### src/design/nse_pkg.sv
// ----------------------------------------------------------------------------
// nse_pkg
// Shared types and constants for the NetBIOS node-status name extractor.
// ----------------------------------------------------------------------------
`timescale 1ns / 1ps
`default_nettype none

package nse_pkg;

  // largest datagram that is parsed; later bytes are dropped
  localparam int MAX_PACKET = 576;
  localparam int POS_W      = $clog2(MAX_PACKET + 1);

  // rdata end position, clamped
  localparam int END_W = 11;
  localparam logic [END_W-1:0] END_MAX = '1;

  // name entry layout
  localparam int NAME_MAX   = 15;
  localparam int NAME_IDX_W = $clog2(NAME_MAX);
  localparam int CNT_W      = $clog2(NAME_MAX + 1);
  localparam int ENTRY_W    = 5;
  localparam logic [ENTRY_W-1:0] ENT_SUFFIX = 5'd15;
  localparam logic [ENTRY_W-1:0] ENT_FLAGS  = 5'd16;
  localparam logic [ENTRY_W-1:0] ENT_LAST   = 5'd17;

  // fixed answer field offsets
  localparam logic [ENTRY_W-1:0] FX_TYPE_HI = 5'd0;
  localparam logic [ENTRY_W-1:0] FX_TYPE_LO = 5'd1;
  localparam logic [ENTRY_W-1:0] FX_LEN_HI  = 5'd8;
  localparam logic [ENTRY_W-1:0] FX_LEN_LO  = 5'd9;

  // header and question positions
  localparam logic [POS_W-1:0] POS_ID_HI     = POS_W'(0);
  localparam logic [POS_W-1:0] POS_ID_LO     = POS_W'(1);
  localparam logic [POS_W-1:0] POS_HDR_LAST  = POS_W'(11);
  localparam logic [POS_W-1:0] POS_QNAME_LEN = POS_W'(12);
  localparam logic [POS_W-1:0] POS_Q_LAST    = POS_W'(49);
  localparam logic [POS_W-1:0] MIN_LEN       = POS_W'(12);

  localparam logic [7:0]  QNAME_LEN    = 8'h20;
  localparam logic [7:0]  SPACE_CHAR   = 8'h20;
  localparam logic [1:0]  PTR_MARK     = 2'b11;
  localparam logic [15:0] TYPE_NBSTAT  = 16'h0021;
  localparam int          GROUP_BIT    = 7;

  // summary queue between parser and emitter
  localparam int Q_DEPTH = 2;
  localparam int Q_PTR_W = (Q_DEPTH > 1) ? $clog2(Q_DEPTH) : 1;
  localparam int Q_CNT_W = $clog2(Q_DEPTH + 1);

  // configuration registers
  localparam int CFG_IDX_W  = 1;
  localparam int CFG_DATA_W = 16;
  localparam logic [CFG_IDX_W-1:0] CFG_EXPECTED_ID = 1'd0;
  localparam logic [CFG_IDX_W-1:0] CFG_NAME_LIMIT  = 1'd1;
  localparam logic [3:0]  LIMIT_RESET = 4'd15;

  typedef enum logic [3:0] {
    PH_HEAD,
    PH_QSKIP,
    PH_ANAME_FIRST,
    PH_ANAME_PTR,
    PH_LABEL_LEN,
    PH_LABEL_BODY,
    PH_FIXED,
    PH_COUNT,
    PH_ENTRY,
    PH_DONE,
    PH_FAIL
  } phase_t;

  typedef enum logic [2:0] {
    ST_FOUND,
    ST_SHORT,
    ST_QUESTION,
    ST_TRUNC,
    ST_TYPELEN,
    ST_NONAME
  } status_t;

  // one finished packet, as handed to the emitter
  typedef struct packed {
    status_t                     status;
    logic [CNT_W-1:0]            count;
    logic [NAME_MAX-1:0][7:0]    name;
  } summary_t;

endpackage

`default_nettype wire

### src/design/nse_front.sv
// ----------------------------------------------------------------------------
// nse_front
// Byte parser: walks the reply one byte per cycle while take is high and builds a packet summary.
// ----------------------------------------------------------------------------
`timescale 1ns / 1ps
`default_nettype none

module nse_front (
  input  logic                             clk,
  input  logic                             rst,
  input  logic                             cfg_we,
  input  logic [nse_pkg::CFG_IDX_W-1:0]    cfg_index,
  input  logic [nse_pkg::CFG_DATA_W-1:0]   cfg_data,
  input  logic                             take,
  input  logic [7:0]                       data_byte,
  input  logic                             last_byte,
  output logic                             sum_valid,
  output nse_pkg::summary_t                sum_data
);
  import nse_pkg::*;

  logic [15:0]            expected_id;
  logic [3:0]             name_limit;

  phase_t                 phase, phase_next;
  logic [POS_W-1:0]       pos, pos_next;
  logic [7:0]             label_rem, label_rem_next;
  logic [15:0]            ans_type, ans_type_next;
  logic [END_W-1:0]       req_end, req_end_next;
  logic [7:0]             entries_rem, entries_rem_next;
  logic [ENTRY_W-1:0]     entry_off, entry_off_next;
  logic [CNT_W-1:0]       trim_len, trim_len_next;
  logic                   found, found_next;
  status_t                fail_code, fail_code_next;
  logic                   suffix_zero, suffix_zero_next;
  logic                   group_flag, group_flag_next;

  logic [NAME_MAX-1:0][7:0] name_store;
  logic                   name_we;
  logic [NAME_IDX_W-1:0]  name_widx;

  logic [15:0]            rdlen;
  logic [16:0]            rd_end;
  logic [7:0]             entries_dec;
  logic [END_W-1:0]       pkt_len;
  logic [CNT_W-1:0]       lim;
  logic [CNT_W-1:0]       n_chars;
  status_t                final_st;

  // configuration registers
  always_ff @(posedge clk) begin
    if (rst) begin
      expected_id <= '0;
      name_limit  <= LIMIT_RESET;
    end else if (cfg_we) begin
      case (cfg_index)
        CFG_EXPECTED_ID: expected_id <= cfg_data;
        CFG_NAME_LIMIT:  name_limit  <= cfg_data[3:0];
        default: ;
      endcase
    end
  end

  always_comb begin
    phase_next       = phase;
    pos_next         = pos;
    label_rem_next   = label_rem;
    ans_type_next    = ans_type;
    req_end_next     = req_end;
    entries_rem_next = entries_rem;
    entry_off_next   = entry_off;
    trim_len_next    = trim_len;
    found_next       = found;
    fail_code_next   = fail_code;
    suffix_zero_next = suffix_zero;
    group_flag_next  = group_flag;
    name_we          = 1'b0;
    name_widx        = entry_off[NAME_IDX_W-1:0];
    rdlen            = {req_end[7:0], data_byte};
    rd_end           = 17'(pos) + 17'd1 + 17'(rdlen);
    entries_dec      = entries_rem - 8'd1;

    if (pos < POS_W'(MAX_PACKET)) begin
      pos_next = pos + POS_W'(1);
      case (phase)
        PH_HEAD: begin
          if (pos == POS_ID_HI && data_byte != expected_id[15:8]) begin
            fail_code_next = ST_SHORT;
            phase_next     = PH_FAIL;
          end else if (pos == POS_ID_LO && data_byte != expected_id[7:0]) begin
            fail_code_next = ST_SHORT;
            phase_next     = PH_FAIL;
          end else if (pos >= POS_HDR_LAST) begin
            phase_next = PH_QSKIP;
          end
        end
        PH_QSKIP: begin
          if (pos == POS_QNAME_LEN && data_byte != QNAME_LEN) begin
            fail_code_next = ST_QUESTION;
            phase_next     = PH_FAIL;
          end else if (pos >= POS_Q_LAST) begin
            phase_next = PH_ANAME_FIRST;
          end
        end
        PH_ANAME_FIRST: begin
          if (data_byte[7:6] == PTR_MARK) begin
            phase_next = PH_ANAME_PTR;
          end else if (data_byte == 8'd0) begin
            entry_off_next = '0;
            phase_next     = PH_FIXED;
          end else begin
            label_rem_next = data_byte;
            phase_next     = PH_LABEL_BODY;
          end
        end
        PH_ANAME_PTR: begin
          entry_off_next = '0;
          phase_next     = PH_FIXED;
        end
        PH_LABEL_LEN: begin
          // every nonzero byte is a length here, pointer marks included
          if (data_byte == 8'd0) begin
            entry_off_next = '0;
            phase_next     = PH_FIXED;
          end else begin
            label_rem_next = data_byte;
            phase_next     = PH_LABEL_BODY;
          end
        end
        PH_LABEL_BODY: begin
          label_rem_next = label_rem - 8'd1;
          if (label_rem == 8'd1) phase_next = PH_LABEL_LEN;
        end
        PH_FIXED: begin
          entry_off_next = entry_off + ENTRY_W'(1);
          case (entry_off)
            FX_TYPE_HI: ans_type_next = {data_byte, 8'd0};
            FX_TYPE_LO: ans_type_next = {ans_type[15:8], data_byte};
            FX_LEN_HI:  req_end_next  = END_W'(data_byte);
            FX_LEN_LO: begin
              if (ans_type != TYPE_NBSTAT || rdlen == 16'd0) begin
                fail_code_next = ST_TYPELEN;
                phase_next     = PH_FAIL;
              end else begin
                req_end_next = (rd_end > 17'(END_MAX)) ? END_MAX : rd_end[END_W-1:0];
                phase_next   = PH_COUNT;
              end
            end
            default: ;
          endcase
        end
        PH_COUNT: begin
          entries_rem_next = data_byte;
          entry_off_next   = '0;
          trim_len_next    = '0;
          phase_next       = (data_byte == 8'd0) ? PH_DONE : PH_ENTRY;
        end
        PH_ENTRY: begin
          if (entry_off < ENTRY_W'(NAME_MAX)) begin
            name_we = 1'b1;
            if (data_byte != SPACE_CHAR) begin
              trim_len_next = entry_off[CNT_W-1:0] + CNT_W'(1);
            end
          end else if (entry_off == ENT_SUFFIX) begin
            suffix_zero_next = (data_byte == 8'd0);
          end else if (entry_off == ENT_FLAGS) begin
            group_flag_next = data_byte[GROUP_BIT];
          end
          if (entry_off >= ENT_LAST) begin
            entry_off_next = '0;
            if (suffix_zero && !group_flag && trim_len != '0) begin
              found_next = 1'b1;
              phase_next = PH_DONE;
            end else begin
              entries_rem_next = entries_dec;
              if (entries_dec == 8'd0) begin
                phase_next = PH_DONE;
              end else begin
                trim_len_next = '0;
              end
            end
          end else begin
            entry_off_next = entry_off + ENTRY_W'(1);
          end
        end
        default: ;
      endcase
    end
  end

  // end-of-packet verdict from the updated state
  always_comb begin
    pkt_len = END_W'(pos_next);
    if (phase_next == PH_FAIL) begin
      final_st = fail_code_next;
    end else if (pkt_len < END_W'(MIN_LEN) || phase_next == PH_HEAD) begin
      final_st = ST_SHORT;
    end else if (phase_next == PH_COUNT || phase_next == PH_ENTRY ||
                 phase_next == PH_DONE) begin
      if (req_end_next > pkt_len) final_st = ST_TYPELEN;
      else if (found_next)        final_st = ST_FOUND;
      else                        final_st = ST_NONAME;
    end else begin
      final_st = ST_TRUNC;
    end
    lim     = (name_limit == 4'd0) ? CNT_W'(1) : CNT_W'(name_limit);
    n_chars = (trim_len_next < lim) ? trim_len_next : lim;
  end

  assign sum_valid       = take && last_byte;
  assign sum_data.status = final_st;
  assign sum_data.count  = (final_st == ST_FOUND) ? n_chars : CNT_W'(1);
  assign sum_data.name   = name_store;

  always_ff @(posedge clk) begin
    if (rst || (take && last_byte)) begin
      phase       <= PH_HEAD;
      pos         <= '0;
      label_rem   <= '0;
      ans_type    <= '0;
      req_end     <= '0;
      entries_rem <= '0;
      entry_off   <= '0;
      trim_len    <= '0;
      found       <= 1'b0;
      fail_code   <= ST_FOUND;
      suffix_zero <= 1'b1;
      group_flag  <= 1'b0;
    end else if (take) begin
      phase       <= phase_next;
      pos         <= pos_next;
      label_rem   <= label_rem_next;
      ans_type    <= ans_type_next;
      req_end     <= req_end_next;
      entries_rem <= entries_rem_next;
      entry_off   <= entry_off_next;
      trim_len    <= trim_len_next;
      found       <= found_next;
      fail_code   <= fail_code_next;
      suffix_zero <= suffix_zero_next;
      group_flag  <= group_flag_next;
    end
  end

  // name bytes hold no reset; only bytes of the kept entry are ever read
  always_ff @(posedge clk) begin
    if (take && name_we) begin
      name_store[name_widx] <= data_byte;
    end
  end

endmodule

`default_nettype wire

### src/design/nse_queue.sv
// ----------------------------------------------------------------------------
// nse_queue
// Short queue of packet summaries between the parser and the emitter.
// ----------------------------------------------------------------------------
`timescale 1ns / 1ps
`default_nettype none

module nse_queue (
  input  logic               clk,
  input  logic               rst,
  input  logic               wr_en,
  input  nse_pkg::summary_t  wr_data,
  input  logic               rd_en,
  output nse_pkg::summary_t  rd_data,
  output logic               q_full,
  output logic               q_empty
);
  import nse_pkg::*;

  summary_t               slots [Q_DEPTH];
  logic [Q_PTR_W-1:0]     wr_ptr, rd_ptr;
  logic [Q_CNT_W-1:0]     fill;
  logic                   do_wr, do_rd;

  assign q_full  = (fill == Q_CNT_W'(Q_DEPTH));
  assign q_empty = (fill == '0);
  assign do_wr   = wr_en && !q_full;
  assign do_rd   = rd_en && !q_empty;
  assign rd_data = slots[rd_ptr];

  always_ff @(posedge clk) begin
    if (rst) begin
      wr_ptr <= '0;
      rd_ptr <= '0;
      fill   <= '0;
    end else begin
      if (do_wr) begin
        wr_ptr <= (wr_ptr == Q_PTR_W'(Q_DEPTH - 1)) ? '0 : wr_ptr + Q_PTR_W'(1);
      end
      if (do_rd) begin
        rd_ptr <= (rd_ptr == Q_PTR_W'(Q_DEPTH - 1)) ? '0 : rd_ptr + Q_PTR_W'(1);
      end
      case ({do_wr, do_rd})
        2'b10:   fill <= fill + Q_CNT_W'(1);
        2'b01:   fill <= fill - Q_CNT_W'(1);
        default: fill <= fill;
      endcase
    end
  end

  always_ff @(posedge clk) begin
    if (do_wr) begin
      slots[wr_ptr] <= wr_data;
    end
  end

endmodule

`default_nettype wire

### src/design/nse_back.sv
// ----------------------------------------------------------------------------
// nse_back
// Result emitter: turns the oldest packet summary into result items.
// ----------------------------------------------------------------------------
`timescale 1ns / 1ps
`default_nettype none

module nse_back (
  input  logic               clk,
  input  logic               rst,
  input  nse_pkg::summary_t  head,
  input  logic               head_valid,
  input  logic               pop,
  output logic               deq,
  output logic               empty,
  output logic [2:0]         status,
  output logic [7:0]         name_char,
  output logic               last_result
);
  import nse_pkg::*;

  logic [CNT_W-1:0]  idx;
  logic              taken;

  assign empty       = !head_valid;
  assign taken       = pop && head_valid;
  assign status      = head.status;
  assign last_result = (idx == head.count - CNT_W'(1));
  assign name_char   = (head.status == ST_FOUND) ? head.name[idx[NAME_IDX_W-1:0]] : 8'd0;
  assign deq         = taken && last_result;

  // character index within the current packet
  always_ff @(posedge clk) begin
    if (rst) begin
      idx <= '0;
    end else if (taken) begin
      idx <= last_result ? '0 : idx + CNT_W'(1);
    end
  end

endmodule

`default_nettype wire

### src/design/netbios_status_name_extractor.sv
// NetBIOS node-status name extractor. Reply bytes enter one per clock through
// push/full, with last_byte on the final byte of a datagram; bytes past
// MAX_PACKET are dropped but a last_byte mark on them still ends the packet.
// On the final byte the parser hands a summary to a two-entry queue, and the
// emitter drains it as result items: the name characters (up to name_limit)
// or one failure status, one item per cycle while pop is high, last_result
// on the final one. A new item is taken every cycle; full rises only while two
// finished packet summaries are waiting in the queue, which happens when the
// result side is slower than the incoming packets. Each packet summary is
// queued on its final byte and emitted after older ones. Configuration
// writes are always ready and should be made while no packet is in flight.
`timescale 1ns / 1ps
`default_nettype none

module netbios_status_name_extractor (
  input  logic                             clk,
  input  logic                             rst,
  input  logic                             cfg_valid,
  output logic                             cfg_ready,
  input  logic [nse_pkg::CFG_IDX_W-1:0]    cfg_index,
  input  logic [nse_pkg::CFG_DATA_W-1:0]   cfg_data,
  input  logic                             push,
  output logic                             full,
  input  logic [7:0]                       data_byte,
  input  logic                             last_byte,
  output logic                             empty,
  input  logic                             pop,
  output logic [2:0]                       status,
  output logic [7:0]                       name_char,
  output logic                             last_result
);
  import nse_pkg::*;

  logic      take;
  logic      sum_valid;
  summary_t  sum_data;
  summary_t  head;
  logic      q_full, q_empty;
  logic      deq;

  assign cfg_ready = 1'b1;
  assign full      = q_full;
  assign take      = push && !q_full;

  nse_front u_front (
    .clk       (clk),
    .rst       (rst),
    .cfg_we    (cfg_valid && cfg_ready),
    .cfg_index (cfg_index),
    .cfg_data  (cfg_data),
    .take      (take),
    .data_byte (data_byte),
    .last_byte (last_byte),
    .sum_valid (sum_valid),
    .sum_data  (sum_data)
  );

  nse_queue u_queue (
    .clk     (clk),
    .rst     (rst),
    .wr_en   (sum_valid),
    .wr_data (sum_data),
    .rd_en   (deq),
    .rd_data (head),
    .q_full  (q_full),
    .q_empty (q_empty)
  );

  nse_back u_back (
    .clk         (clk),
    .rst         (rst),
    .head        (head),
    .head_valid  (!q_empty),
    .pop         (pop),
    .deq         (deq),
    .empty       (empty),
    .status      (status),
    .name_char   (name_char),
    .last_result (last_result)
  );

endmodule

`default_nettype wire

### config.mk
export PLATFORM = sky130hd
export DESIGN_NAME = netbios_status_name_extractor
export DESIGN_NICKNAME = d
export VERILOG_FILES = /design/src/design/nse_pkg.sv /design/src/design/nse_front.sv /design/src/design/nse_queue.sv /design/src/design/nse_back.sv /design/src/design/netbios_status_name_extractor.sv
export SDC_FILE = /design/constraint.sdc
export NUM_CORES = 1
export LEC_CHECK = 0
export BUFFER_PORTS_ARGS = -buffer_cell sky130_fd_sc_hd__buf_2
export CORE_MARGIN = 2
export CORE_UTILIZATION = 35
export CTS_CLUSTER_SIZE = 30
export DETAILED_ROUTE_END_ITERATION = 16
export PLACE_DENSITY_LB_ADDON = 0.08
export SYNTH_ARGS = -nofsm -noshare
export SYNTH_HDL_FRONTEND = slang
export SYNTH_SLANG_ARGS = --single-unit
### constraint.sdc
create_clock -name clk -period 9.63 [get_ports clk]
set_clock_uncertainty 0.2 [all_clocks]
set_input_delay 1.926 -clock clk [delete_from_list [all_inputs] [get_ports clk]]
set_output_delay 1.926 -clock clk [all_outputs]
set_load 0.02 [all_outputs]
==> summary.md, run 1 <==
| Metric | Value |
|---|---|
| Status | finished clean |
| Max-Cap Viols | 0 |
| Max_slew headroom | 0.275 |
| Io pins | 46 |
| Area after DPL | roughly 0.022 mm2 |
| Util after Layout | 0.401 |
| Worst Hold Class | register to register |
| Clk Latency, worst-skew pair | 0.59 ns |
| GR Util All Layers | 0.188 |
| Most common cell after layout, fill and taps aside | edfxtp_1 |
| Final hold violations | 0 |
| Largest net degree at the start of global routing | ~130 |
| Number of synthesis warnings | 0 |
| Num CTS Buffers | 52 |
| Leakage | around 7.8 nW |
| Share of cells above drive strength 1 | 0.134 |
| Total power | roughly 4.5 mW |
| Via count | approximately 13k |
| Antenna violations before repair | 1 |
| WP data arrival | just over 7 ns |
| Synthesized cell area | slightly above 0.02 mm2 |
| Drt drc | 0 |
| Syn avg cell area | between 10 and 15 um2 |
| DPL Wire Length | between 30,000 and 40,000 um |
| Most frequent cells in the layout | edfxtp_1, nand2_1, nor2_1 |
| H-tree depth | 2 |
| # rows | 89 |
| RSZ-0062 raised after global routing | false |
| WL final | around 57,000 um |
| Syn_nets | ~1.7k |
| CTS Sinks | ~480 |
| TritonCTS clock tree | done |
| # nets final | between 1.5k and 2k |
| Synth Instances | ~1.6k |
| Max clock buf depth | 3 |
| Crit Path Category | primary input to register |
| Hold bufs inserted after CTS | 0 |
| DR WL/cell | between 20 and 25 um |
| Fmax | ~140 MHz |
| Seq cells post-synth | about 480 |
| Worst-margin pin slew | 1.08 ns |
| Ys async rst share | 0 |
| Overflow after GRT | 0 |
| Routed Antenna Nets | 0 |
| CP endpoint kind | register |
| Final setup vio count | 0 |
| Vias in the first global route | 13.1k |
| Routed vias/inst | around 5.3 |
| Fin crit share | 0.734 |
| CP Max Fanout | 9 |
| Die H | around 250 um |
| Slew Viols, Final | 0 |
| Ys flop type | edfxtp_1 |
| Root Buffer | clkbuf_16 |
| TNS Setup | 0 ns |
| Initial Util | 0.353 |
| Design area | 0.0236 mm2 |
| Non-Filler Instances | around 2.5k |
| Fill count | around 5.6k |
| First-pass GRT wire length | 84,800 um |
| Distinct cells, synth | between 70 and 80 |
| Peak VDD IR | around 0.14 mV |
| Post-synthesis sequential area ratio | 0.639 |
| Post-CTS sizing | 0 |
| Required @ worst endpoint | ~9.8 ns |
| Pre-Repair DR Iteration Count | 5 |
| PD cells | ~190 mW/mm2 |
| EDFF count, synth | 374 |
| Area grow syn2layout | 13.6% |
| Core Area | between 0.05 and 0.06 mm2 |
| Port buffer count | 44 |
| Post-CTS setup buffer count | 0 |
| Die W | about 250 um |
| Startpoint Class | primary input |
| Inst Count DP | 2,362 |
| Initial DRC Count | between 900 and 1k |
| Min Tclk post-route | between 7 and 8 ns |
| Routability cong. | roughly 0.84 |
| Die Area | about 0.06 mm2 |
| Clk pin slew, worst setup/hold paths | 0.06 ns |
[layer usage]
layer,track usage,up-vias,routed length [um]
met3,0.0272,83,2100
met4,0.0645,0,1760
met2,0.312,238,27200
met5,0,-,0
met1,0.253,6562,25800
li1,-,6171,-
[worst paths after layout]
check / startpoint / end / slack (ns) / cells after the start
hold / removal: u_front.sum_data[6]$_DFFE_PP_ / u_queue.slots[1][6]$_DFFE_PP_ / 0.23 / 0
setup reg to reg: u_front.pos[0]$_SDFFE_PP0P_ / u_queue.slots[1][120]$_DFFE_PP_ / 2.65 / 24
hold reg to reg: u_front.sum_data[6]$_DFFE_PP_ / u_queue.slots[1][6]$_DFFE_PP_ / 0.23 / 0
setup / recovery: data_byte[1] / u_queue.slots[1][120]$_DFFE_PP_ / 2.56 / 21
[per-stage QoR]
stage	setup slack (ns)	hold WS, ns
2_1_floorplan	1.21	0.221
3_3_place_gp	2.00	0.222
3_5_place_dp	1.98	0.229
4_1_cts	2.59	0.241
5_1_grt	2.18	0.242
6_report	2.56	0.233
[registers in the layout, indices dropped and copies added, names as in the netlist, 2 cells and up, named ones only]
register	flops
u_queue.slots	254
u_front.sum_data	120
u_front.ans_type	16
u_front.expected_id	16
u_front.req_end	11
u_front.pos	10
u_front.entries_rem	8
u_front.label_rem	8
u_front.entry_off	5
u_back.idx	4
u_front.name_limit	4
u_front.phase	4
u_front.trim_len	4
u_front.fail_code	3
u_queue.fill	2
[power breakdown]
group	total [mW]	switching (mW)	internal (mW)	leakage, nW
clock	1.92	0.793	1.13	0.795
sequential	2.28	0.0301	2.25	4.23
combinational	0.343	0.222	0.121	2.81
[cell usage after synthesis (20+ instances only)]
cell type | count | area [um2]
a211oi_1 | 28 | 210
a21oi_1 | 120 | 601
and2_1 | 20 | 125
clkbuf_1 | 60 | 225
dfxtp_1 | 101 | 2020
edfxtp_1 | 374 | 11200
ha_1 | 42 | 526
inv_1 | 26 | 97.6
mux2i_1 | 58 | 581
mux4_2 | 40 | 901
nand2_1 | 138 | 518
nand3_1 | 20 | 100
nor2_1 | 135 | 507
nor3_1 | 32 | 160
o21ai_0 | 59 | 295
xnor2_1 | 28 | 245
xor2_1 | 33 | 289
[layout make-up]
class | instances | area [um2] | share of cell area
Tap cell | 773 | 967 | 0.0410
Clock inverter | 15 | 144 | 0.00611
Timing Repair Buffer | 86 | 561 | 0.0238
Multi-Input combinational cell | 1002 | 7030 | 0.299
Clock buffer | 77 | 1500 | 0.0636
Inverter | 26 | 97.6 | 0.00414
Sequential cell | 475 | 13300 | 0.563
Antenna cell | 1 | 2.50 | 0.000106
[worst max-delay path, cell delays in order]
cell       delay (ns)
buf_2            0.35
inv_1            0.12
fa_1             0.48
nor2b_1          0.16
o2111ai_1        0.14
a21oi_1          0.23
o31a_1           0.16
o2111ai_1        0.43
nor2_1           0.53
a21oi_1          0.13
a211oi_1         0.28
nor2_1           0.10
ha_1             0.33
nand4_1          0.09
nor3_1           0.21
nor3_1           0.08
a221o_1          0.32
a211o_1          0.35
o31ai_2          0.27
o311ai_1         0.21
or2_1            0.28
[logic make-up (layout without fill, tap and decap cells)]
kind of cell,after synthesis,count (layout),share of synthesized area
flip-flops,475,475,0.639
AND/OR/NAND/NOR,450,450,0.105
AO/OA/AOI/OAI,345,345,0.107
buffers and inverters,116,204,0.0226
multiplexers,102,102,0.0736
XOR/XNOR,61,61,0.0258
adder cells (fa/ha/maj),43,43,0.0263
other,1,2,0.000181
Note: power is estimated with default switching activity, not from simulation.
==> run 2, diff against run 1 <==
==> constraint.sdc (replaced) <==
create_clock -name clk -period 7 [get_ports clk]
set_clock_uncertainty 0.2 [all_clocks]
set_input_delay 1.4 -clock clk [delete_from_list [all_inputs] [get_ports clk]]
set_output_delay 1.4 -clock clk [all_outputs]
set_load 0.02 [all_outputs]
==> run 2 against run 1 <==
Against the previous run:
- utilization up 0.13 points
- largest power group unchanged
- total power increased by 38%
- cell count is 0.65% higher
- hold slack worse by 0.0093 ns
- combinational power grew 46%
==> summary.md, run 2 (synthesis gave the netlist of run 1 again) <==
| Metric | Value |
|---|---|
| Util after Layout | 0.402 (was 0.401) |
| Share of cells above drive strength 1 | 0.145 (was 0.134) |
| Area after DPL | 0.0220 mm2 (was 0.0219 mm2) |
| Post-CTS setup buffer count | 0 (unchanged) |
| Antenna violations before repair | 1 (unchanged) |
| WP data arrival | 6.59 ns (was 7.20 ns) |
| Pre-Repair DR Iteration Count | 4 (was 5) |
| Io pins | 46 (unchanged) |
| Worst R2R Setup Slack | 0.54 ns (was 2.65 ns) |
| Vias in the first global route | 13.3k (was 13.1k) |
| Reg-to-Reg End | u_queue.slots[0][120]$_DFFE_PP_ (was u_queue.slots[1][120]$_DFFE_PP_) |
| Hold EP | u_queue.slots[0][99]$_DFFE_PP_ (was u_queue.slots[1][6]$_DFFE_PP_) |
| Die Area | 0.0612 mm2 (unchanged) |
| Initial DRC Count | 794 (was 912) |
| Routability cong. | 0.887 (was 0.844) |
| R2r startpoint | u_front.pos[0]$_SDFFE_PP0P_ (unchanged) |
| Required @ worst endpoint | 7.13 ns (was 9.76 ns) |
| Largest net degree at the start of global routing | 128 (unchanged) |
| Design area | 0.0236 mm2 (about the same) |
| WL final | 56,700 um (was 56,900 um) |
| Max_slew headroom | 0.177 (was 0.275) |
| H-tree depth | 2 (unchanged) |
| Num CTS Buffers | 53 (was 52) |
| # rows | 89 (unchanged) |
| Leakage | 7.87 nW (was 7.83 nW) |
| GR Util All Layers | 0.187 (was 0.188) |
| PD cells | 265 mW/mm2 (was 193 mW/mm2) |
| R2R cell count | 24 (unchanged) |
| CTS Sinks | 475 (unchanged) |
| Peak VDD IR | 0.169 mV (was 0.138 mV) |
| Clk Latency, worst-skew pair | 0.61 ns (was 0.59 ns) |
| CP Max Fanout | 7 (was 9) |
| DR WL/cell | 23.0 um (was 23.2 um) |
| Fin crit share | 0.922 |
| Hold bufs inserted after CTS | 0 (unchanged) |
| Die H | 247 um (unchanged) |
| RSZ-0062 raised after global routing | false (unchanged) |
| Routed Antenna Nets | 0 (unchanged) |
| Root Buffer | clkbuf_16 (unchanged) |
| Overflow after GRT | 0 (unchanged) |
| Initial Util | 0.353 (unchanged) |
| # nets final | 1,727 (was 1,717) |
| Most frequent cells in the layout | edfxtp_1, nand2_1, nor2_1 (unchanged) |
| Area grow syn2layout | 14.0% (was 13.6%) |
| Most common cell after layout, fill and taps aside | edfxtp_1 (unchanged) |
| Die W | 247 um (unchanged) |
| Worst Hold Class | register to register (unchanged) |
| Routed vias/inst | 5.30 (was 5.32) |
| Port buffer count | 44 (unchanged) |
| Max reg flops | 254 (unchanged) |
| First-pass GRT wire length | 85,000 um (was 84,800 um) |
| Post-CTS sizing | 0 (unchanged) |
| Antenna Cells | 0 (was 1) |
| Startpoint Class | register (was primary input) |
| Final setup vio count | 0 (unchanged) |
| Fmax | approximately 150 MHz |
| CP Launch Point | u_front.pos[0]$_SDFFE_PP0P_ (was data_byte[1]) |
| TritonCTS clock tree | done (unchanged) |
| Most flops, register | u_queue.slots (unchanged) |
| Min Tclk post-route | 6.46 ns |
| Clk pin slew, worst setup/hold paths | 0.06 ns (about the same) |
| Drt drc | 0 (unchanged) |
| DPL Wire Length | 36,300 um (was 35,500 um) |
| CP endpoint kind | register (unchanged) |
| TNS Setup | 0 ns (unchanged) |
| Final hold violations | 0 (unchanged) |
| Total power | 6.26 mW (was 4.55 mW) |
| Via count | 13.1k (about the same) |
| Fill count | 5,546 (was 5,591) |
| Hold path startpoint | u_front.sum_data[99]$_DFFE_PP_ (was u_front.sum_data[6]$_DFFE_PP_) |
| Min-Delay Path Depth | 0 (unchanged) |
| Slew Viols, Final | 0 (unchanged) |
| Max-Cap Viols | 0 (unchanged) |
| Max clock buf depth | 3 (unchanged) |
| Core Area | 0.0588 mm2 (unchanged) |
| Status | finished clean (unchanged) |
| Crit Path Category | register to register (was primary input to register) |
| Worst-margin pin slew | 1.23 ns (was 1.08 ns) |
-- run 2: changes by cell type in the layout (fill, tap and decap cells not counted), moves of 2 or more --
cell      delta
clkbuf_1     -2
clkinv_2    +13
buf_4        +8
clkbuf_8     -3
-- run 2: where the power goes --
part | switching [mW] | internal (mW)
clock network | 1.14 | 1.47
registers | 0.0403 | 3.10
logic | 0.327 | 0.174
-- run 2: critical path, cell delays in order, from the launching register on --
cell and delay [ns]:
dfxtp_1 0.46, ha_1 0.31, nand3_2 0.18, nor2_2 0.22
xor2_1 0.27, ha_1 0.40, a2111oi_0 0.42, o21ai_0 0.23
nand2_1 0.16, or4b_2 0.14, o2111ai_1 0.16, buf_4 0.21
nor3_1 0.16, nor2_1 0.06, a211oi_1 0.31, nor2_1 0.13
ha_1 0.34, nand3_1 0.09, nor3_1 0.25, nor3_1 0.09
a221o_1 0.34, a211o_1 0.31, o31ai_2 0.24, o311ai_1 0.22
or2_1 0.29
-- run 2: final cells by class --
type                    count  area (um2)  share of cell area
multi-input cells        1002        7040               0.298
well taps                 773         967              0.0409
clock buffers              71        1420              0.0602
clock inverters            29         211             0.00895
flip-flops and latches    475       13300               0.561
inverters                  26        97.6             0.00413
repair buffers             95         641              0.0271
-- run 2: metal layers --
layer	vias to the layer above	global-route usage	part of all wire
met4	0	0.0606	0.029
met1	6575	0.256	0.47
met2	261	0.306	0.47
li1	6183	-	-
met5	-	0	0
met3	88	0.0291	0.039
-- run 2: how the worst max path moves through the flow --
stage,endpoint
global placement,u_queue.slots[0][120]$_DFFE_PP_
CTS,u_queue.slots[1][120]$_DFFE_PP_
finish,u_queue.slots[0][120]$_DFFE_PP_
global route,u_queue.slots[0][120]$_DFFE_PP_
detailed placement,u_queue.slots[1][120]$_DFFE_PP_
floorplan,u_queue.slots[0][120]$_DFFE_PP_
-- run 2: through the flow --
step	hold WS, ns	setup slack, ns	cells
floorplan	0.221	0.994	1593
global placement	0.222	0.464	2371
detailed placement	0.229	0.438	2371
CTS	0.207	0.499	2471
global route	0.229	0.0381	2471
finish	0.223	0.543	2471
